## src/sv/rct_pkg.sv

```systemverilog
package rct_pkg;

    localparam int STATE_SIZE_DEF  = 64;
    localparam int INPUT_SIZE_DEF  = 64;
    localparam int SLOTS_DEF       = 8;

    // tanh input saturates to this signed width
    localparam int DATA_WIDTH      = 16;
    localparam int ACC_W           = 48;
    localparam int VAL_W           = 16;
    localparam int HID_W           = 14;
    localparam int CFG_W           = 7;
    localparam int CMD_QUEUE_DEPTH = 2;

    localparam logic CFG_STATE_IN_USE  = 1'b0;
    localparam logic CFG_INPUTS_IN_USE = 1'b1;

    localparam logic [2:0] OP_IN_W   = 3'd0;
    localparam logic [2:0] OP_REC_W  = 3'd1;
    localparam logic [2:0] OP_BIAS   = 3'd2;
    localparam logic [2:0] OP_CLEAR  = 3'd3;
    localparam logic [2:0] OP_ELEM   = 3'd4;

    typedef enum logic [2:0] {
        K_IN_W  = 3'd0,
        K_REC_W = 3'd1,
        K_BIAS  = 3'd2,
        K_CLEAR = 3'd3,
        K_ELEM  = 3'd4,
        K_STEP  = 3'd5
    } cmd_kind_t;

    typedef struct packed {
        cmd_kind_t                 kind;
        logic [2:0]                slot;
        logic [5:0]                row;
        logic [5:0]                col;
        logic signed [VAL_W-1:0]   value;
        logic                      emit;
    } rct_cmd_t;

    // round(4096*tanh(k/4)), k = 0..16
    function automatic logic [11:0] rct_tanh_tab(input logic [4:0] idx);
        logic [11:0] y;
        case (idx)
            5'd0:    y = 12'd0;
            5'd1:    y = 12'd1003;
            5'd2:    y = 12'd1893;
            5'd3:    y = 12'd2602;
            5'd4:    y = 12'd3119;
            5'd5:    y = 12'd3475;
            5'd6:    y = 12'd3707;
            5'd7:    y = 12'd3856;
            5'd8:    y = 12'd3949;
            5'd9:    y = 12'd4006;
            5'd10:   y = 12'd4041;
            5'd11:   y = 12'd4063;
            5'd12:   y = 12'd4076;
            5'd13:   y = 12'd4084;
            5'd14:   y = 12'd4089;
            5'd15:   y = 12'd4091;
            default: y = 12'd4093;
        endcase
        return y;
    endfunction

endpackage

```

## src/sv/rct_fifo.sv

```systemverilog
module rct_fifo (
    input  logic               clk,
    input  logic               rst_n,
    input  logic               push,
    input  rct_pkg::rct_cmd_t  din,
    output logic               full,
    input  logic               pop,
    output rct_pkg::rct_cmd_t  dout,
    output logic               valid
);
    import rct_pkg::*;

    localparam int DEPTH = CMD_QUEUE_DEPTH;
    localparam int PTR_W = (DEPTH > 1) ? $clog2(DEPTH) : 1;
    localparam int CNT_W = $clog2(DEPTH + 1);

    rct_cmd_t           mem_reg [DEPTH];
    logic [PTR_W-1:0]   wr_ptr_reg, wr_ptr_next;
    logic [PTR_W-1:0]   rd_ptr_reg, rd_ptr_next;
    logic [CNT_W-1:0]   count_reg, count_next;
    logic               do_push;
    logic               do_pop;

    assign full    = count_reg == CNT_W'(DEPTH);
    assign valid   = count_reg != '0;
    assign dout    = mem_reg[rd_ptr_reg];
    assign do_push = push && !full;
    assign do_pop  = pop && valid;

    always_comb
    begin
        wr_ptr_next = wr_ptr_reg;
        rd_ptr_next = rd_ptr_reg;
        count_next  = count_reg;
        if (do_push)
        begin
            wr_ptr_next = (wr_ptr_reg == PTR_W'(DEPTH - 1)) ? '0 : wr_ptr_reg + 1'b1;
        end
        if (do_pop)
        begin
            rd_ptr_next = (rd_ptr_reg == PTR_W'(DEPTH - 1)) ? '0 : rd_ptr_reg + 1'b1;
        end
        if (do_push && !do_pop)
        begin
            count_next = count_reg + 1'b1;
        end
        else if (do_pop && !do_push)
        begin
            count_next = count_reg - 1'b1;
        end
    end

    always_ff @(posedge clk or negedge rst_n)
    begin
        if (!rst_n)
        begin
            wr_ptr_reg <= '0;
            rd_ptr_reg <= '0;
            count_reg  <= '0;
        end
        else
        begin
            wr_ptr_reg <= wr_ptr_next;
            rd_ptr_reg <= rd_ptr_next;
            count_reg  <= count_next;
        end
    end

    always_ff @(posedge clk)
    begin
        if (do_push)
        begin
            mem_reg[wr_ptr_reg] <= din;
        end
    end

endmodule

```

## config.mk

```make
export PLATFORM = sky130hd
export DESIGN_NAME = rct_fifo
export DESIGN_NICKNAME = d
export VERILOG_FILES = /design/src/sv/rct_pkg.sv /design/src/sv/rct_fifo.sv
export SDC_FILE = /design/constraint.sdc
export NUM_CORES = 1
export LEC_CHECK = 0
export BUFFER_PORTS_ARGS = -buffer_cell sky130_fd_sc_hd__buf_2
export CAP_MARGIN = 5
export CORE_MARGIN = 5
export CORE_UTILIZATION = 50
export CTS_BUF_LIST = sky130_fd_sc_hd__clkbuf_4
export DETAILED_ROUTE_END_ITERATION = 12
export GPL_TIMING_DRIVEN = 0
export PLACE_DENSITY = 0.74
export RECOVER_POWER = 50
export SYNTH_ARGS = -nofsm -noshare
export SYNTH_HDL_FRONTEND = slang
export SYNTH_SLANG_ARGS = --single-unit
```

## constraint.sdc

```tcl
create_clock -name clk -period 3.7 [get_ports clk]
set_clock_uncertainty 0.15 [all_clocks]
set_input_delay 0.74 -clock clk [delete_from_list [all_inputs] [get_ports clk]]
set_output_delay 0.74 -clock clk [all_outputs]
set_load 0.05 [all_outputs]
```

After elaboration in Yosys (flattened, before gate mapping) --
Memory sizes are Yosys's and may differ from the RTL's. Index checks and enable logic that the tools add are counted.
Operators by class: equal/unequal tests 1, mux-type cells 6, add/subtract/negate cells 4, reductions and logical operators 9
Operators with widths (count):
- $logic_and 1x1->1 | 4
- $mux 1 | 4
- $mux 2 | 2
- $reduce_bool 2->1 | 2
- $logic_not 1->1 | 3
- $add 1x1->1 const B | 2
- $add 2x1->2 const B | 1
- $eq 2x2->1 const B | 1
- $sub 2x1->2 const B | 1
Storage, ports and cells: bits in registers 4, output and inout port bits 37, memories 1, word-level logic and storage cells 24, bits of input ports 39, RAM bits 70
Memories:
- mem_reg | depth 2, bits a word 35, rd ports 1, clocked after memory_dff 0, write ports 1, line rct_fifo.sv:17 | rct_cmd_t mem_reg [DEPTH];

Depth between registers and ports, before layout --
Gate-level depths: netlist of run 1.
word-level depth 7, gate-level depth with buffers 7, gate-level depth less buffers 7

Worst setup path after synthesis of run 1 --
Ideal clock, no wire load.
path type input-to-reg, from input port push, to memory mem_reg[0][0] (netlist name), enable pin, stages on the path 2, setup time 427 ps, arrival 2307 ps, buffers on the path 0, required time 3123 ps, slack 816 ps, path through nand2_1 nor2_1
Between the ends: cells in the longest elaborated chain, start to end 3
Ends and longest elaborated chain:
- start, declared | line rct_fifo.sv:4 | input logic push,
- $logic_and 1x1->1 | line rct_fifo.sv:27 | assign do_push = push && !full;
- $mux 1 | line rct_fifo.sv:71 | if (do_push)
- $mux 1 (implied by the code) | line rct_fifo.sv:73 | mem_reg[wr_ptr_reg] <= din;
- end, declared | line rct_fifo.sv:17
No other way between the ends.

==> results of run 1 <==
[cell families after synthesis]
family                     synth area share [%]
muxes                                      17.5
adders and majority gates                 0.435
buffers and inverters                      2.74
xor gates and xnor gates                   1.52
and+or+nand+nor                            1.26
DFF                                        76.6
[per-layer routing]
metal | share of wire [%] | global-route usage, %
met4 | 1.4 | 6.47
met5 | 0 | 0
met2 | 54 | 24.8
met3 | 8.5 | 5.28
met1 | 36 | 14.4
[repair_timing]
action | in CTS | in global routing
gates resized for setup | 0 | 0
hold endpoints to repair | 4 | 0
endpoints found under the setup margin | 0 | 0
hold buffers | 1 | 0
[final cells by class]
cell class,instances,area [sq um],area share [%]
sequential,74,2200,63.2
multi-input combinational,48,603,17.3
timing repair buffer,76,364,10.5
tap,72,90.1,2.59
clock buffer,10,75.1,2.16
buffer,4,71.3,2.05
clock inverter,4,68.8,1.98
inverter,2,7.51,0.216
[power by group through the flow]
| stage | Combinational (W) | Clock [W] | Sequential (W) |
|---|---|---|---|
| 5_1_grt | 0.00162 | 0.000579 | 0.00124 |
| 3_5_place_dp | 0.00156 | 0 | 0.00124 |
| 3_3_place_gp | 0.00153 | 0 | 0.00122 |
| 6_report | 0.00154 | 0.000513 | 0.00122 |
| 4_1_cts | 0.00157 | 0.000533 | 0.00122 |
| 2_1_floorplan | 0.00129 | 0 | 0.00121 |
[critical path: cells and delay by family, from the launching register on]
kind,cells,cell delay (ps)
buffers and inverters,3,510
DFF,1,380
muxes,1,300
[worst max-delay path by stage]
stage / start / endpoint / slack [ps] / depth (start not counted)
floorplan: push / mem_reg[0][0] / 820 / 2
global placement: push / mem_reg[0][16] / 150 / 3
detailed placement: push / mem_reg[0][1] / 1360 / 3
CTS: rd_ptr_reg / dout[6] / 1180 / 4
global route: count_reg[0] / mem_reg[1][34] / 1120 / 2
finish: rd_ptr_reg / dout[6] / 1220 / 4
[cell usage in the layout, fill, tap and decap left out]
cell type       n
buf_12          3
buf_2          58
nor2_4          1
clkinv_2        1
xor2_1          2
clkinv_1        1
buf_6           1
bufinv_16       2
nand2b_1        1
inv_1           2
and3_1          1
clkbuf_4       10
ha_1            1
or2_0           1
dfrtp_1         4
nand2_2         1
mux2_2          6
mux2_4         29
xnor2_1         3
nand2_1         1
dlygate4sd3_1   1
nor2_1          1
clkbuf_1       17
edfxtp_1       70
[metrics by stage]
stage | setup WS (ps) | cell area, sq um | hold WS, ps | utilization [%]
after floorplan | 816 | 2880 | 294 | -
after global placement | 147 | 3340 | 322 | 60.3
after detailed placement | 1360 | 3350 | 346 | 60.5
after CTS | 1180 | 3500 | 346 | 63.3
after global routing | 1120 | 3480 | 337 | 62.8
final | 1220 | 3480 | 367 | 62.8
==> results_dict.tcl, run 1 <==
set metrics [dict create \
    status "finished with violations" \
    violations "max-capacitance violations, max-slew violations" \
    clk_latency_ps 390 \
    synth_top_cell_by_area "edfxtp_1" \
    synth.avg_cell_area_sq_um 22.5 \
    die_area_sq_um 7370 \
    post-place-cells 275 \
    wire_per_inst_um 16.3 \
    yosysTopAreaCellShare_pct 73.1 \
    antenna_found_initial 0 \
    grt_setup_unrepaired "no" \
    dpl.hpwl_um 3320 \
    cts_buffers 9 \
    reg2reg_slack_ps 1250 \
    fill_cells 411 \
    internal_power_w 0.00194 \
    largest_reg_flops 70 \
    syn_inst 128 \
    hold_end "count_reg[1]" \
    drv_cap 1 \
    drt_iter0_markers 96 \
    cts_setup_buffers 0 \
    min_path_type "flop to flop" \
    max_freq_ghz 0.403 \
    port_buffers 75 \
    layout-drive-gt1-share_pct 51.4 \
    cp-end-kind "output pin" \
    seq_power_share_pct 37.2 \
    path_cells "buf_6, buf_12, mux2_4, buf_2" \
    row_count 27 \
    syn-num-nets 168 \
    slowest_delay_ps 380 \
    p_sw_share_pct 40.6 \
    crit_arrival_ps 1590 \
    clockBufferDepth 2 \
    ys_top_cells_by_area "edfxtp_1, mux2_4, dfrtp_1, mux2_2, buf_12" \
    area_growth_pct 21.1 \
    synth_seq_area_share_pct 76.6 \
    power_w 0.00327 \
    power_density_nw_per_um2 939 \
    fin_setup_tns_ps 0 \
    r2r_cells 2 \
    p_clk_share_pct 15.7 \
    r2r-start "count_reg[0]" \
    grt_overflow_total 0 \
    worstMarginPinSlew_ps 1620 \
    synth_seq_cells 74 \
    ys_warn_count 0 \
    min_from "count_reg[1]" \
    ys_top_cells_by_count "edfxtp_1, mux2_4, mux2_2" \
    p_comb_share_pct 47.1 \
    dr_total_vias 1399 \
    ant_nets 0 \
    synth_edf_count 70 \
    r2r-end "mem_reg[1][26]" \
    drc 0 \
    diodes 0 \
    crit_fanout 10 \
    hold_violations 0 \
    ys_types 16 \
    core_area_sq_um 5540 \
    synth-main-ff-cell "edfxtp_1" \
    grt_max_degree 36 \
    drv_slew 36 \
    instances_no_fill 290 \
    cts.htree.levels 3 \
    gp_congestion 0.710 \
    hold_depth 1 \
    ios 76 \
    post_drt_via_cell_ratio 4.82 \
    crit_type "flop to output pin" \
    crit_required_ps 2810 \
    totalWireLength_um 4740 \
    fin_crit_ps 2480 \
    drtPass1Iterations 4 \
    synth.most_common_cell "edfxtp_1" \
    power_switching_w 0.00133 \
    syn-cell-area_sq_um 2880 \
    slew_headroom_pct -7.87 \
    cts_root_buf "clkbuf_4" \
    path_clk_slew_ps 100 \
    synthArstFlopShare_pct 5.41 \
    die_h_um 85.9 \
    start_util_pct 51.9 \
    cts.sinks 74 \
    vdd_ir_drop_max_uv 565 \
    fin_crit_sh_pct 67.1 \
    cts_tree "yes" \
    grt_pass1_vias 1564 \
    slowest_stage "dfrtp_1" \
    setup_viol 0 \
    layout.nets 255 \
    grt_pass1_wl_um 7530 \
    startpoint_type "flop" \
    grt.total_usage_pct 13.9 \
    die_w_um 85.9 \
    power.leakage_nw 1.38 \
]
(Power assumes the default switching activity.)
==> inputs of run 2 (changes only) <==
--- a/config.mk
+++ b/config.mk
@@ -5,14 +5,15 @@
 export SDC_FILE = /design/constraint.sdc
 export NUM_CORES = 1
 export LEC_CHECK = 0
+export ABC_AREA = 1
 export BUFFER_PORTS_ARGS = -buffer_cell sky130_fd_sc_hd__buf_2
 export CAP_MARGIN = 5
 export CORE_MARGIN = 5
-export CORE_UTILIZATION = 50
+export CORE_UTILIZATION = 49
 export CTS_BUF_LIST = sky130_fd_sc_hd__clkbuf_4
 export DETAILED_ROUTE_END_ITERATION = 12
 export GPL_TIMING_DRIVEN = 0
-export PLACE_DENSITY = 0.74
+export PLACE_DENSITY = 0.76
 export RECOVER_POWER = 50
 export SYNTH_ARGS = -nofsm -noshare
 export SYNTH_HDL_FRONTEND = slang
==> constraint.sdc (replaced) <==
create_clock -name clk -period 2.24 [get_ports clk]
set_clock_uncertainty 0.15 [all_clocks]
set_input_delay 0.448 -clock clk [delete_from_list [all_inputs] [get_ports clk]]
set_output_delay 0.448 -clock clk [all_outputs]
set_load 0.05 [all_outputs]
==> results_dict.tcl, run 2 <==
set metrics [dict create \
    grt_pass1_wl_um 8160 \
    crit_required_ps 1640 \
    min_path_type "primary input to flop" \
    drt_iter0_markers 61 \
    clockBufferDepth 2 \
    power.leakage_nw 1.52 \
    grt.total_usage_pct 14.7 \
    dpl.hpwl_um 3310 \
    largest_reg_flops 70 \
    crit_arrival_ps 1540 \
    hold_end "mem_reg[0][31]" \
    cts.sinks 74 \
    post_drt_via_cell_ratio 4.64 \
    cts.htree.levels 3 \
    cts_tree "yes" \
    layout.nets 343 \
    ys_top_cells_by_count "nand2_1, edfxtp_1, nand2_2" \
    yosysTopAreaCellShare_pct 73.8 \
    power_density_nw_per_um2 1550 \
    setup_viol 0 \
    ys_types 18 \
    reg2reg_slack_ps 190 \
    grt_overflow_total 0 \
    synth.most_common_cell "nand2_1" \
    row_count 27 \
    status "finished, final reports clean" \
    hold_depth 1 \
    drc 0 \
    dp_worst_setup_slack_ps 163 \
    layout_commonest_cell "nand2_1" \
    area_growth_pct 23.4 \
    die_w_um 86.2 \
    synth_seq_area_share_pct 77.4 \
    vdd_ir_drop_max_uv 1260 \
    worstMarginPinSlew_ps 815 \
    ios 76 \
    diodes 0 \
    synth_top_cell_by_area "edfxtp_1" \
    core_area_sq_um 5570 \
    multi_input_area_sq_um 534 \
    dr_total_vias 1763 \
    grt_pass1_vias 1759 \
    startpoint_type "flop" \
    final_cell_area_sq_um 3510 \
    syn-num-nets 254 \
    fin_setup_tns_ps 0 \
    min_from "din[31]" \
    synth-main-ff-cell "edfxtp_1" \
    r2r_cells 6 \
    slew_headroom_pct 45.6 \
    r2r-end "mem_reg[0][13]" \
    grt_max_degree 19 \
    die_area_sq_um 7430 \
    die_h_um 86.2 \
    fin_crit_sh_pct 95.5 \
    max_freq_ghz 0.468 \
    synthArstFlopShare_pct 5.41 \
    ys_top_cells_by_area "edfxtp_1, nand2_1, dfrtp_1, nand2_2, buf_6" \
    syn_inst 214 \
    cts_buffers 9 \
    crit_type "flop to output pin" \
    fill_cells 456 \
    drv_cap 0 \
    clk_latency_ps 400 \
    cts_root_buf "clkbuf_4" \
    setup_ws_ps 102 \
    synth_edf_count 70 \
    ant_nets 0 \
    hold_violations 0 \
    path_clk_slew_ps 100 \
    layout-drive-gt1-share_pct 32.5 \
    r2r-start "count_reg[1]" \
    final_cell_mix "nand2_1, edfxtp_1, buf_2, clkbuf_4, clkbuf_1" \
    drtPass1Iterations 4 \
    gp_congestion 0.701 \
    final_core_util_pct 63.0 \
    fin_crit_ps 2140 \
    totalWireLength_um 4890 \
    antenna_found_initial 0 \
    synth.avg_cell_area_sq_um 13.3 \
    syn-cell-area_sq_um 2850 \
    seqCellArea_sq_um 2200 \
    drv_slew 0 \
    synth_seq_cells 74 \
    start_util_pct 51.1 \
    dpl_cell_area_sq_um 3370 \
    wire_per_inst_um 12.9 \
    ys_warn_count 0 \
    crit_fanout 10 \
    port_buffers 75 \
    cp-end-kind "output pin" \
]
-- run 2: changes by cell type after synthesis, sizes merged --
cell    previous run  this run
nand4              0         1
inv                2         8
xor2               2         0
or2                1         0
xnor2              3         1
and3               1         0
mux2              35         0
buf                4         7
nand3              0         2
o21ai              0         1
nand2              2       116
nor2               2         3
nand2b             1         0
-- run 2: final cells by class --
cell class | count | area share [%]
well taps | 72 | 2.56
clock buffers | 11 | 2.35
clock inverters | 5 | 0.605
flip-flops and latches | 74 | 62.7
repair buffers | 78 | 13.4
plain buffers | 7 | 2.14
multi-input cells | 125 | 15.2
inverters | 8 | 1.07
-- run 2: critical path: stages, from the launching register on --
cell and delay, ps:
dfrtp_1 390, buf_6 150, inv_8 90, buf_6 140, nand2_1 60, nand2_1 60, buf_2 250
-- run 2: cells by family after synthesis --
family,count (synthesis),share of synthesized area (%)
buf+inv,15,3.96
simple gates,122,17.8
fa+ha+maj,1,0.439
xor+xnor,1,0.308
compound gates,1,0.176
flops,74,77.4
-- run 2: repair_timing --
item                                   CTS  global route
hold buffers                             1             0
resized for setup                        0            22
setup buffers                            0             0
setup endpoints to repair                0            18
endpoints found under the hold margin    4             0
-- run 2: through the flow --
| stage | power (W) | hold WS (ps) | std cells |
|---|---|---|---|
| 2_1_floorplan | 0.00410 | 2.41 | 214 |
| 3_3_place_gp | 0.00468 | 110 | 361 |
| 3_5_place_dp | 0.00479 | 108 | 363 |
| 4_1_cts | 0.00544 | 51.5 | 380 |
| 5_1_grt | 0.00579 | 51.2 | 380 |
| 6_report | 0.00544 | 77.3 | 380 |
-- run 2: worst max path at each step --
stage,cells past startpoint,slack [ps],startpoint,to
after floorplan,3,150,count_reg[1],mem_reg[1][0]
final,6,100,rd_ptr_reg,dout[7]
after global placement,3,-360,push,mem_reg[1][31]
after CTS,6,40,rd_ptr_reg,dout[33]
after global routing,6,-10,rd_ptr_reg,dout[11]
after detailed placement,6,160,push,mem_reg[0][22]
-- run 2: report_power, final --
part	switching, W	total (W)	internal (W)
combinational	0.00209	0.00283	0.000738
clock	0.000399	0.000639	0.000239
sequential	0.0000905	0.00198	0.00189
total	0.00258	0.00544	0.00287
-- run 2: per-layer routing --
| layer | vias to the layer above | part of all wire (%) | GRT usage, % | wire [um] |
|---|---|---|---|---|
| met1 | 793 | 41 | 18.0 | 1980 |
| met2 | 61 | 50 | 24.0 | 2440 |
| met3 | 12 | 6.8 | 3.52 | 333 |
| li1 | 897 | - | - | - |
| met4 | 0 | 2.8 | 8.50 | 135 |
| met5 | - | 0 | 0 | 0 |
