## src/sv/rct_pkg.sv

```systemverilog
package rct_pkg;

    localparam int STATE_SIZE_DEF  = 64;
    localparam int INPUT_SIZE_DEF  = 64;
    localparam int SLOTS_DEF       = 8;

    // tanh input saturates to this signed width
    localparam int DATA_WIDTH      = 16;
    localparam int ACC_W           = 48;
    localparam int VAL_W           = 16;
    localparam int HID_W           = 14;
    localparam int CFG_W           = 7;
    localparam int CMD_QUEUE_DEPTH = 2;

    localparam logic CFG_STATE_IN_USE  = 1'b0;
    localparam logic CFG_INPUTS_IN_USE = 1'b1;

    localparam logic [2:0] OP_IN_W   = 3'd0;
    localparam logic [2:0] OP_REC_W  = 3'd1;
    localparam logic [2:0] OP_BIAS   = 3'd2;
    localparam logic [2:0] OP_CLEAR  = 3'd3;
    localparam logic [2:0] OP_ELEM   = 3'd4;

    typedef enum logic [2:0] {
        K_IN_W  = 3'd0,
        K_REC_W = 3'd1,
        K_BIAS  = 3'd2,
        K_CLEAR = 3'd3,
        K_ELEM  = 3'd4,
        K_STEP  = 3'd5
    } cmd_kind_t;

    typedef struct packed {
        cmd_kind_t                 kind;
        logic [2:0]                slot;
        logic [5:0]                row;
        logic [5:0]                col;
        logic signed [VAL_W-1:0]   value;
        logic                      emit;
    } rct_cmd_t;

    // round(4096*tanh(k/4)), k = 0..16
    function automatic logic [11:0] rct_tanh_tab(input logic [4:0] idx);
        logic [11:0] y;
        case (idx)
            5'd0:    y = 12'd0;
            5'd1:    y = 12'd1003;
            5'd2:    y = 12'd1893;
            5'd3:    y = 12'd2602;
            5'd4:    y = 12'd3119;
            5'd5:    y = 12'd3475;
            5'd6:    y = 12'd3707;
            5'd7:    y = 12'd3856;
            5'd8:    y = 12'd3949;
            5'd9:    y = 12'd4006;
            5'd10:   y = 12'd4041;
            5'd11:   y = 12'd4063;
            5'd12:   y = 12'd4076;
            5'd13:   y = 12'd4084;
            5'd14:   y = 12'd4089;
            5'd15:   y = 12'd4091;
            default: y = 12'd4093;
        endcase
        return y;
    endfunction

endpackage

```

## src/sv/rct_front.sv

```systemverilog
module rct_front #(
    parameter int STATE_SIZE = rct_pkg::STATE_SIZE_DEF,
    parameter int INPUT_SIZE = rct_pkg::INPUT_SIZE_DEF,
    parameter int SLOTS      = rct_pkg::SLOTS_DEF
) (
    input  logic                              in_valid,
    output logic                              in_ready,
    input  logic [2:0]                        opcode,
    input  logic [2:0]                        slot,
    input  logic [5:0]                        row,
    input  logic [5:0]                        col,
    input  logic signed [rct_pkg::VAL_W-1:0]  value,
    input  logic                              emit,
    input  logic [rct_pkg::CFG_W-1:0]         ni,
    input  logic                              init_busy,
    input  logic                              q_full,
    output logic                              q_push,
    output rct_pkg::rct_cmd_t                 cmd
);
    import rct_pkg::*;

    logic keep;
    logic row_ok;
    logic col_in_ok;
    logic col_rec_ok;
    logic slot_ok;
    logic is_last_elem;

    assign row_ok       = int'(row) < STATE_SIZE;
    assign col_in_ok    = int'(col) < INPUT_SIZE;
    assign col_rec_ok   = int'(col) < STATE_SIZE;
    assign slot_ok      = int'(slot) < SLOTS;
    assign is_last_elem = {1'b0, col} == (ni - 7'd1);

    assign in_ready = !q_full && !init_busy;
    assign q_push   = in_valid && in_ready && keep;

    always_comb
    begin
        cmd.slot  = slot;
        cmd.row   = row;
        cmd.col   = col;
        cmd.value = value;
        cmd.emit  = emit;
        cmd.kind  = K_ELEM;
        keep      = 1'b0;
        case (opcode)
            OP_IN_W:
            begin
                cmd.kind = K_IN_W;
                keep     = row_ok && col_in_ok;
            end
            OP_REC_W:
            begin
                cmd.kind = K_REC_W;
                keep     = row_ok && col_rec_ok;
            end
            OP_BIAS:
            begin
                cmd.kind = K_BIAS;
                keep     = row_ok;
            end
            OP_CLEAR:
            begin
                cmd.kind = K_CLEAR;
                keep     = slot_ok;
            end
            OP_ELEM:
            begin
                // element for a slot out of range is stored, no step
                cmd.kind = (is_last_elem && slot_ok) ? K_STEP : K_ELEM;
                keep     = col_in_ok;
            end
            default:
            begin
                keep = 1'b0;
            end
        endcase
    end

endmodule

```

## config.mk

```make
export PLATFORM = sky130hd
export DESIGN_NAME = rct_front
export DESIGN_NICKNAME = d
export VERILOG_FILES = /design/src/sv/rct_pkg.sv /design/src/sv/rct_front.sv
export SDC_FILE = /design/constraint.sdc
export NUM_CORES = 1
export LEC_CHECK = 0
export BUFFER_PORTS_ARGS = -buffer_cell sky130_fd_sc_hd__buf_2
export CAP_MARGIN = 20
export CORE_MARGIN = 10
export CORE_UTILIZATION = 32
export DETAILED_ROUTE_END_ITERATION = 12
export PLACE_DENSITY = 0.95
export SLEW_MARGIN = 20
export SYNTH_ARGS = -nofsm -noshare
export SYNTH_HDL_FRONTEND = slang
export SYNTH_SLANG_ARGS = --single-unit
```

## constraint.sdc

```tcl
create_clock -name vclk -period 2.1
set_input_delay 0.21 -clock vclk [all_inputs]
set_output_delay 0.21 -clock vclk [all_outputs]
set_load 0.1 [all_outputs]
```

### Word-level counts from Yosys, hierarchy flattened

Cells that the tools add are included.

* bits in registers: 0
* output and inout bits: 37

* equality and inequality tests: 5
* reduce and logical (&&, ||, !) cells: 7
* mux-type cells: 3
* add/subtract/negate cells: 1

Operators with widths (count)
* $pmux 3 s5: 1
* $eq 6x7->1: 1
* $sub 7x1->7 const B: 1
* $eq 3x2->1 const B: 2
* $reduce_or 5->1: 1
* $eq 3x1->1 const B: 1
* $eq 3x3->1 const B: 1
* $logic_and 1x1->1: 3
* $logic_not 3->1: 1
* $logic_not 1->1: 2
* $mux 1: 2

### Logic depth before layout (Yosys ltp)

Gate-level depths: netlist (run 1).

* depth in word-level cells: 4
* depth in mapped cells: 7

### Least setup slack after synthesis (run 1)

No wires, ideal clock.

* kind: input to output
* from: in init_busy
* to: out q_push
* buffers on the path: 0
* data arrival time: 2.465 ns
* data required time: 1.890 ns
* setup slack: -0.575 ns
* stages on the path: 2
* cells stage by stage: nor2_1 -> and3_1

* word-level cells in the longest chain between the ends: 4

RTL lines
* start: declaration: RTL line rct_front.sv:15 `input logic init_busy,`
* $logic_not 1->1: RTL line rct_front.sv:35 `assign in_ready = !q_full && !init_busy;`
* $logic_and 1x1->1: RTL line rct_front.sv:35
* $logic_and 1x1->1 (2 in a row): RTL line rct_front.sv:36 `assign q_push = in_valid && in_ready && keep;`
* end: declaration: RTL line rct_front.sv:17 `output logic q_push,`

Every way passes these cells.

==> results of run 1 <==
-- where the power goes --
part	internal [mW]	switching (mW)	leakage, nW
registers	0	0	0
clock network	0	0	0
logic	0.0444	0.120	0.222
total	0.0444	0.120	0.222
-- Yosys cell counts --
| library cell | count | share of area, % |
|---|---|---|
| buf_4 | 32 | 48 |
| nor2_1 | 5 | 3.7 |
| xnor2_1 | 4 | 7.0 |
| inv_1 | 3 | 2.2 |
| xor2_1 | 3 | 5.2 |
| a31oi_1 | 2 | 2.5 |
| nand2_1 | 2 | 1.5 |
| nand2b_1 | 2 | 2.5 |
| nand4_1 | 2 | 2.5 |
| nor3_1 | 2 | 2.0 |
| a211o_1 | 1 | 1.7 |
| a211oi_2 | 1 | 2.5 |
| a21oi_1 | 1 | 1.0 |
| a41oi_1 | 1 | 1.7 |
| and2b_1 | 1 | 1.5 |
| and3_1 | 1 | 1.2 |
| clkbuf_1 | 1 | 0.75 |
| ha_1 | 1 | 2.5 |
| nand3b_1 | 1 | 1.5 |
| nor2b_1 | 1 | 1.2 |
| nor3_2 | 1 | 2.0 |
| nor4_1 | 1 | 1.2 |
| o21ai_0 | 1 | 1.0 |
| o21ai_1 | 1 | 1.0 |
| o311a_1 | 1 | 2.0 |
-- per-layer routing --
| layer | vias to the layer above | global-route usage (%) | routed length (um) |
|---|---|---|---|
| met5 | - | 0 | 0 |
| met4 | 0 | 3.21 | 41 |
| met3 | 8 | 4.94 | 236 |
| met2 | 29 | 14.1 | 775 |
| met1 | 200 | 5.36 | 372 |
| li1 | 204 | - | - |
-- worst max-delay path: stages --
cell     delay, ps
buf_2          120
inv_1           50
ha_1           300
xnor2_1        130
nor3_1         140
a41oi_1        150
a31oi_1        180
o311a_1        240
buf_12         180
-- cell type report --
cell class                      instances  area (um^2)  area share [%]
Inverter                                3         11.3            2.52
Multi-Input combinational cell         36          250            56.0
Timing Repair Buffer                   30          165            37.0
Tap cell                               16         20.0            4.48
-- metrics by stage --
step	hold slack [ps]	instance area [um^2]	total power, mW	worst slack (ps)
after floorplan	594	505	0.359	49.6
after global placement	421	447	0.161	289
after detailed placement	421	447	0.166	212
after CTS	421	447	0.166	198
after global routing	420	447	0.175	53.8
final	420	447	0.165	190
-- how the worst max path moves through the flow --
stage	from	end	slack [ps]	cells after the start
floorplan	ni[0]	cmd[32]	50	7
global placement	ni[0]	cmd[32]	290	9
detailed placement	ni[0]	cmd[32]	210	9
CTS	ni[0]	cmd[32]	200	9
global route	ni[0]	cmd[32]	50	9
finish	ni[0]	cmd[32]	190	9
-- cell families after synthesis --
group / synth area share, %
buffers and inverters: 50.9
AND/OR/NAND/NOR: 21.0
AO/OA/AOI/OAI: 13.5
XOR/XNOR: 12.2
adder cells (fa/ha/maj): 2.49
==> impl_metrics.ini, run 1 <==
[yosys]
syn-mean-instance-area_um2 = 6.97
synth_nets = 118
ys_types = 25
syn_inst = 72
synthesis.area_um2 = 502
seq_area_frac_synth_pct = 0
yosys_warnings = 0

[cells_and_area]
nFillCells = 159
nClkBuffers = 0
diodes = 0
nets = 117
final_util_pct = 30.0
seq_area_um2 = 0
drive_gt1_share_pct = 49.3
area_growth_pct = -11.0
final_common_cell = buf_2
nFlopsAndLatches = 0
layout_common_cells = buf_2, nor2_1, xnor2_1
stdcell_count = 85

[timing]
hold_violations = 0
fin_crit_sh_pct = 90.9
slew_violations = 0
fin_tns_setup_ps = 0
rsz0062_at_grt = false
period_needed_ps = 1910
fmax_mhz = 524
max_slew.worst_pin.slew_ps = 494
setup_viol_count_final = 0
relSlewSlack_pct = 67.3

[hold_path]
hold_end = cmd[1]
min_path_cells = 0
hp-start = value[0]
hp-class = primary input to output pin

[global_route]
grt_pass1_wl_um = 2160
grt_usage_pct = 7.35
antenna_found_initial = 0
grt_pass1_vias = 476
gr-total-overflow = 0
grt_max_degree = 7

[setup_path]
cp-start-kind = primary input
worstPathArrival_ps = 1700
required_ps = 1890
path_max_fanout = 4
cp-end-kind = output pin
worstSetupPathType = primary input to output pin

[drt]
drcViolationCount = 0
antenna_left = 0
dr_total_vias = 441
wl_per_cell_um = 16.8
drtIter0Drc = 10
drt_first_pass_iters = 4
wirelength_um = 1430
via_per_inst = 5.19

[place]
gp_congestion = 0.733
place_inst = 85
numPortBuffers = 30
post-dp-hpwl_um = 1290

[floorplan]
die_y_um = 59.6
io_pins = 82
initial_core_util_pct = 33.7
die_area_um2 = 3550
rows = 14
die_w_um = 59.6
core_um2 = 1490

[status]
status = finished clean

[pwr]
powerDensity_nw_per_um2 = 369
power.leakage_nw = 0.222
ir_drop_mv = 0.0892

[clock_network]
postCtsSetupBuffers = 0
cts_resized = 0
postCtsHoldBufs = 0

[run]
cap_violations = 0
(Power assumes the default switching activity.)
==> run 2, diff against run 1 <==
--- a/config.mk
+++ b/config.mk
@@ -11,6 +11,7 @@
 export CORE_UTILIZATION = 32
 export DETAILED_ROUTE_END_ITERATION = 12
 export PLACE_DENSITY = 0.95
+export SETUP_SLACK_MARGIN = 0.4
 export SLEW_MARGIN = 20
 export SYNTH_ARGS = -nofsm -noshare
 export SYNTH_HDL_FRONTEND = slang
==> constraint.sdc (replaced) <==
create_clock -name vclk -period 2.1
set_input_delay 0.105 -clock vclk [all_inputs]
set_output_delay 0.105 -clock vclk [all_outputs]
set_load 0.1 [all_outputs]
==> run 2 against run 1 <==
Die area is the same; via count grew 2.0%; flip-flop and latch count is the same; largest cell class unchanged; cell area grew 5.3%; final cell count is the same; setup slack gained 310 ps; critical path depth is the same; power grew 4.5%; hold slack lost 210 ps.
==> impl_metrics.ini, run 2 (synthesized netlist as in run 1, its figures left out) <==
[pwr]
ir_drop_mv = 0.129
power.leakage_nw = 0.226
total_power_mw = 0.172
powerDensity_nw_per_um2 = 366

[global_route]
gr-total-overflow = 0
grt_pass1_wl_um = 2040
grt_pass1_vias = 428
antenna_found_initial = 0
grt_max_degree = 7
grt_usage_pct = 6.75

[floorplan]
die_area_um2 = 3550
io_pins = 82
core_um2 = 1490
die_w_um = 59.6
initial_core_util_pct = 33.7
rows = 14
die_y_um = 59.6

[cells_and_area]
nFlopsAndLatches = 0
area_growth_pct = -6.23
seq_area_um2 = 0
layout_common_cells = buf_2, nor2_1, xor2_1, xnor2_1
nClkBuffers = 0
diodes = 0
final_common_cell = buf_2
nets = 117
drive_gt1_share_pct = 55.1

[timing]
fmax_mhz = 626
setup_ws_ps = 503
setup_viol_count_final = 0
relSlewSlack_pct = 67.1
period_needed_ps = 1600
fin_crit_sh_pct = 76.1
max_slew.worst_pin.slew_ps = 498
rsz0062_at_grt = false
slew_violations = 0
fin_tns_setup_ps = 0
hold_violations = 0

[clock_network]
cts_resized = 0
postCtsHoldBufs = 0
postCtsSetupBuffers = 0

[drt]
drcViolationCount = 0
wl_per_cell_um = 16.2
drtIter0Drc = 10
drt_first_pass_iters = 4
antenna_left = 0
wirelength_um = 1380
dr_total_vias = 450
via_per_inst = 5.29

[place]
numPortBuffers = 30
pre_cts_ws_ps = 484
gp_congestion = 0.756

[setup_path]
path_max_fanout = 4
cp-end-kind = output pin
worstPathArrival_ps = 1490
required_ps = 2000
worstSetupPathType = primary input to output pin
cp-start-kind = primary input

[status]
status = finished clean

[run]
cap_violations = 0

[hold_path]
hp-class = primary input to output pin
-- run 2: cell counts in the layout (fill, tap and decap cells not counted) --
Identical to the previous run, type by type.
-- run 2: worst paths after layout --
path       from      end  cells past startpoint
min   value[11]  cmd[12]                      0
max       ni[0]  cmd[32]                      9
-- run 2: final cells by class --
cell class,count,area (um^2)
Fill cell,162,1020
Timing Repair Buffer,30,168
Inverter,3,11.3
Multi-Input combinational cell,36,272
Tap cell,16,20.0
-- run 2: metal layers --
metal | GRT usage [%] | vias to the layer above | share of wire (%) | wire [um]
met3 | 2.79 | 8 | 14 | 194
met1 | 7.02 | 197 | 32 | 443
met2 | 12.0 | 42 | 51 | 706
met4 | 1.92 | 0 | 2.3 | 32
li1 | - | 203 | - | -
met5 | 0 | - | 0 | 0
-- run 2: where the power goes --
part	leakage (nW)	internal, mW	switching (mW)
combinational	0.226	0.0497	0.123
clock	0	0	0
sequential	0	0	0
total	0.226	0.0497	0.123
-- run 2: stage by stage --
stage | hold slack (ps) | utilization, % | instances | instance area, um^2
after CTS | 211 | 30.1 | 85 | 448
after floorplan | 384 | - | 72 | 507
after detailed placement | 211 | 30.1 | 85 | 448
after global placement | 211 | 30.1 | 85 | 448
after global routing | 210 | 31.6 | 85 | 470
final | 210 | 31.6 | 85 | 470
-- run 2: critical path, cell delays in order --
cell     delay (ps)
buf_4           130
inv_1            80
ha_4            200
xnor2_2         120
nor3_1          160
a41oi_1         130
a31oi_1         160
o311a_2         220
buf_12          170
==> run 3, diff against run 2 <==
--- a/config.mk
+++ b/config.mk
@@ -5,10 +5,11 @@
 export SDC_FILE = /design/constraint.sdc
 export NUM_CORES = 1
 export LEC_CHECK = 0
+export ABC_AREA = 1
 export BUFFER_PORTS_ARGS = -buffer_cell sky130_fd_sc_hd__buf_2
 export CAP_MARGIN = 20
 export CORE_MARGIN = 10
-export CORE_UTILIZATION = 32
+export CORE_UTILIZATION = 31
 export DETAILED_ROUTE_END_ITERATION = 12
 export PLACE_DENSITY = 0.95
 export SETUP_SLACK_MARGIN = 0.4
==> constraint.sdc (replaced) <==
create_clock -name vclk -period 1.5
set_input_delay 0.075 -clock vclk [all_inputs]
set_output_delay 0.075 -clock vclk [all_outputs]
set_load 0.1 [all_outputs]
==> run 3 against run 2 <==
Utilization grew 5.1 points; sequential share of layout area is the same; via count grew 14%; final cell count grew 24%; cell area grew 23%; synthesized area grew 7.2%; global-route usage grew 0.66 points; synthesized cell count grew 28%; combinational power grew 56%; critical endpoint unchanged.
==> impl_metrics.ini, run 3 <==
[pwr]
p_sw_mw = 0.191
ir_drop_mv = 0.179
powerDensity_nw_per_um2 = 464
internal_power_mw = 0.0774
clock_power_share_pct = 0
power.leakage_nw = 0.316
power_frac_seq_pct = 0
swShare_pct = 71.1
p_comb_share_pct = 100.0

[yosys]
yosys_warnings = 0
seq_area_frac_synth_pct = 0
synth.area.top_cells = buf_4, nand2_1, nand3_1
syn_inst = 92
synth_nets = 138
synth_top_area_share_pct = 44.7
synthesis.area_um2 = 538
synth_most_common_cell = buf_4
syn-mean-instance-area_um2 = 5.85
synth_top_cell_by_area = buf_4
ys_types = 16
synth_commonest_cells = buf_4, nand2_1, nand3_1, inv_1, nor2_1

[hold_path]
hp-class = primary input to output pin
hold_end = cmd[24]
hp-start = row[1]
min_path_cells = 0

[timing]
fin_tns_setup_ps = 0
fmax_mhz = 830
slew_violations = 0
rsz0062_at_grt = true
hold_slack_ps = 150
max_slew.worst_pin.slew_ps = 491
period_needed_ps = 1200
setup_viol_count_final = 0
relSlewSlack_pct = 67.5
fin_crit_sh_pct = 80.3
hold_violations = 0

[floorplan]
die_area_um2 = 3800
io_pins = 82
die_w_um = 61.7
rows = 14
die_y_um = 61.7
core_um2 = 1580
initial_core_util_pct = 34.1

[drt]
via_per_inst = 4.87
dr_total_vias = 511
drcViolationCount = 0
drt_first_pass_iters = 4
drtIter0Drc = 3
wirelength_um = 1520
wl_per_cell_um = 14.5
antenna_left = 0

[global_route]
grt_pass1_wl_um = 2240
grt_usage_pct = 7.41
grt_pass1_vias = 558
gr-total-overflow = 0
grt_max_degree = 5
antenna_found_initial = 0

[cells_and_area]
diodes = 0
final_util_pct = 36.7
final_common_cell = buf_2
seq_area_um2 = 0
layout_common_cells = buf_2, nand2_1, inv_1, nand3_1
drive_gt1_share_pct = 53.9
nFlopsAndLatches = 0
design_area_um2 = 578
area_growth_pct = 7.44
nFillCells = 171
nClkBuffers = 0
stdcell_count = 105
nets = 137

[place]
place_inst = 105
gp_congestion = 0.709
post-dp-hpwl_um = 1330
numPortBuffers = 30
dpl-instance-area_um2 = 526

[setup_path]
worstPathArrival_ps = 1130
cp-end-kind = output pin
path_delay_family = simple AND/OR/NAND/NOR gates
cp-start-kind = primary input
worstSetupPathType = primary input to output pin
path_max_fanout = 4
slowest_delay_ps = 170
required_ps = 1420
critPathBufInv = 3
crit_slowest_cell = buf_12
path_cells = buf_8 > inv_8 > ha_4 > nand3b_1 > nand2_1 > nand3_1 > nor2_2 > nand3_2 > nand3_4 > buf_12

[run]
cap_violations = 0

[status]
status = finished clean

[clock_network]
postCtsSetupBuffers = 0
[run 3: power by group through the flow]
stage	logic, mW	registers [mW]	clock network [mW]
after global routing	0.285	0	0
final	0.268	0	0
after detailed placement	0.252	0	0
after CTS	0.263	0	0
after floorplan	0.521	0	0
after global placement	0.247	0	0
[run 3: what timing repair did]
item | CTS | global route
setup endpoints to repair | 1 | 1
resized for setup | 9 | 6
hold buffers | 0 | 0
pin swaps | 6 | 6
hold endpoints to repair | 0 | 0
[run 3: logic make-up after synthesis]
logic type               after synthesis  synth area share (%)
AO/OA/AOI/OAI                          1                 0.929
AND/OR/NAND/NOR                       41                  34.6
buffers and inverters                 43                  52.3
XOR/XNOR                               6                  9.77
adder cells (fa/ha/maj)                1                  2.33
[run 3: through the flow]
step	power, mW	worst slack, ps
after floorplan	0.521	251
after global placement	0.247	253
after detailed placement	0.252	206
after CTS	0.263	276
after global routing	0.285	205
final	0.268	295
[run 3: cell type report]
cell class	count	area, um^2	area share (%)
Inverter	10	50.0	8.66
Multi-Input combinational cell	49	323	55.8
Tap cell	16	20.0	3.46
Timing Repair Buffer	30	185	32.0
[run 3: routing by layer]
metal | routed length (um) | up-vias | share of wire [%] | global-route usage [%]
met5 | 0 | - | 0 | 0
met1 | 552 | 216 | 36 | 7.09
li1 | - | 245 | - | -
met4 | 160 | 0 | 11 | 7.96
met2 | 609 | 30 | 40 | 11.7
met3 | 197 | 20 | 13 | 2.67
[run 3: how the worst max path moves through the flow]
stage / from / depth (start not counted) / end / slack (ps)
detailed placement: ni[0] / 12 / cmd[32] / 210
floorplan: init_busy / 2 / q_push / 250
finish: ni[0] / 10 / cmd[32] / 300
global placement: ni[0] / 12 / cmd[32] / 250
global route: ni[0] / 12 / cmd[32] / 200
CTS: ni[1] / 12 / cmd[32] / 280
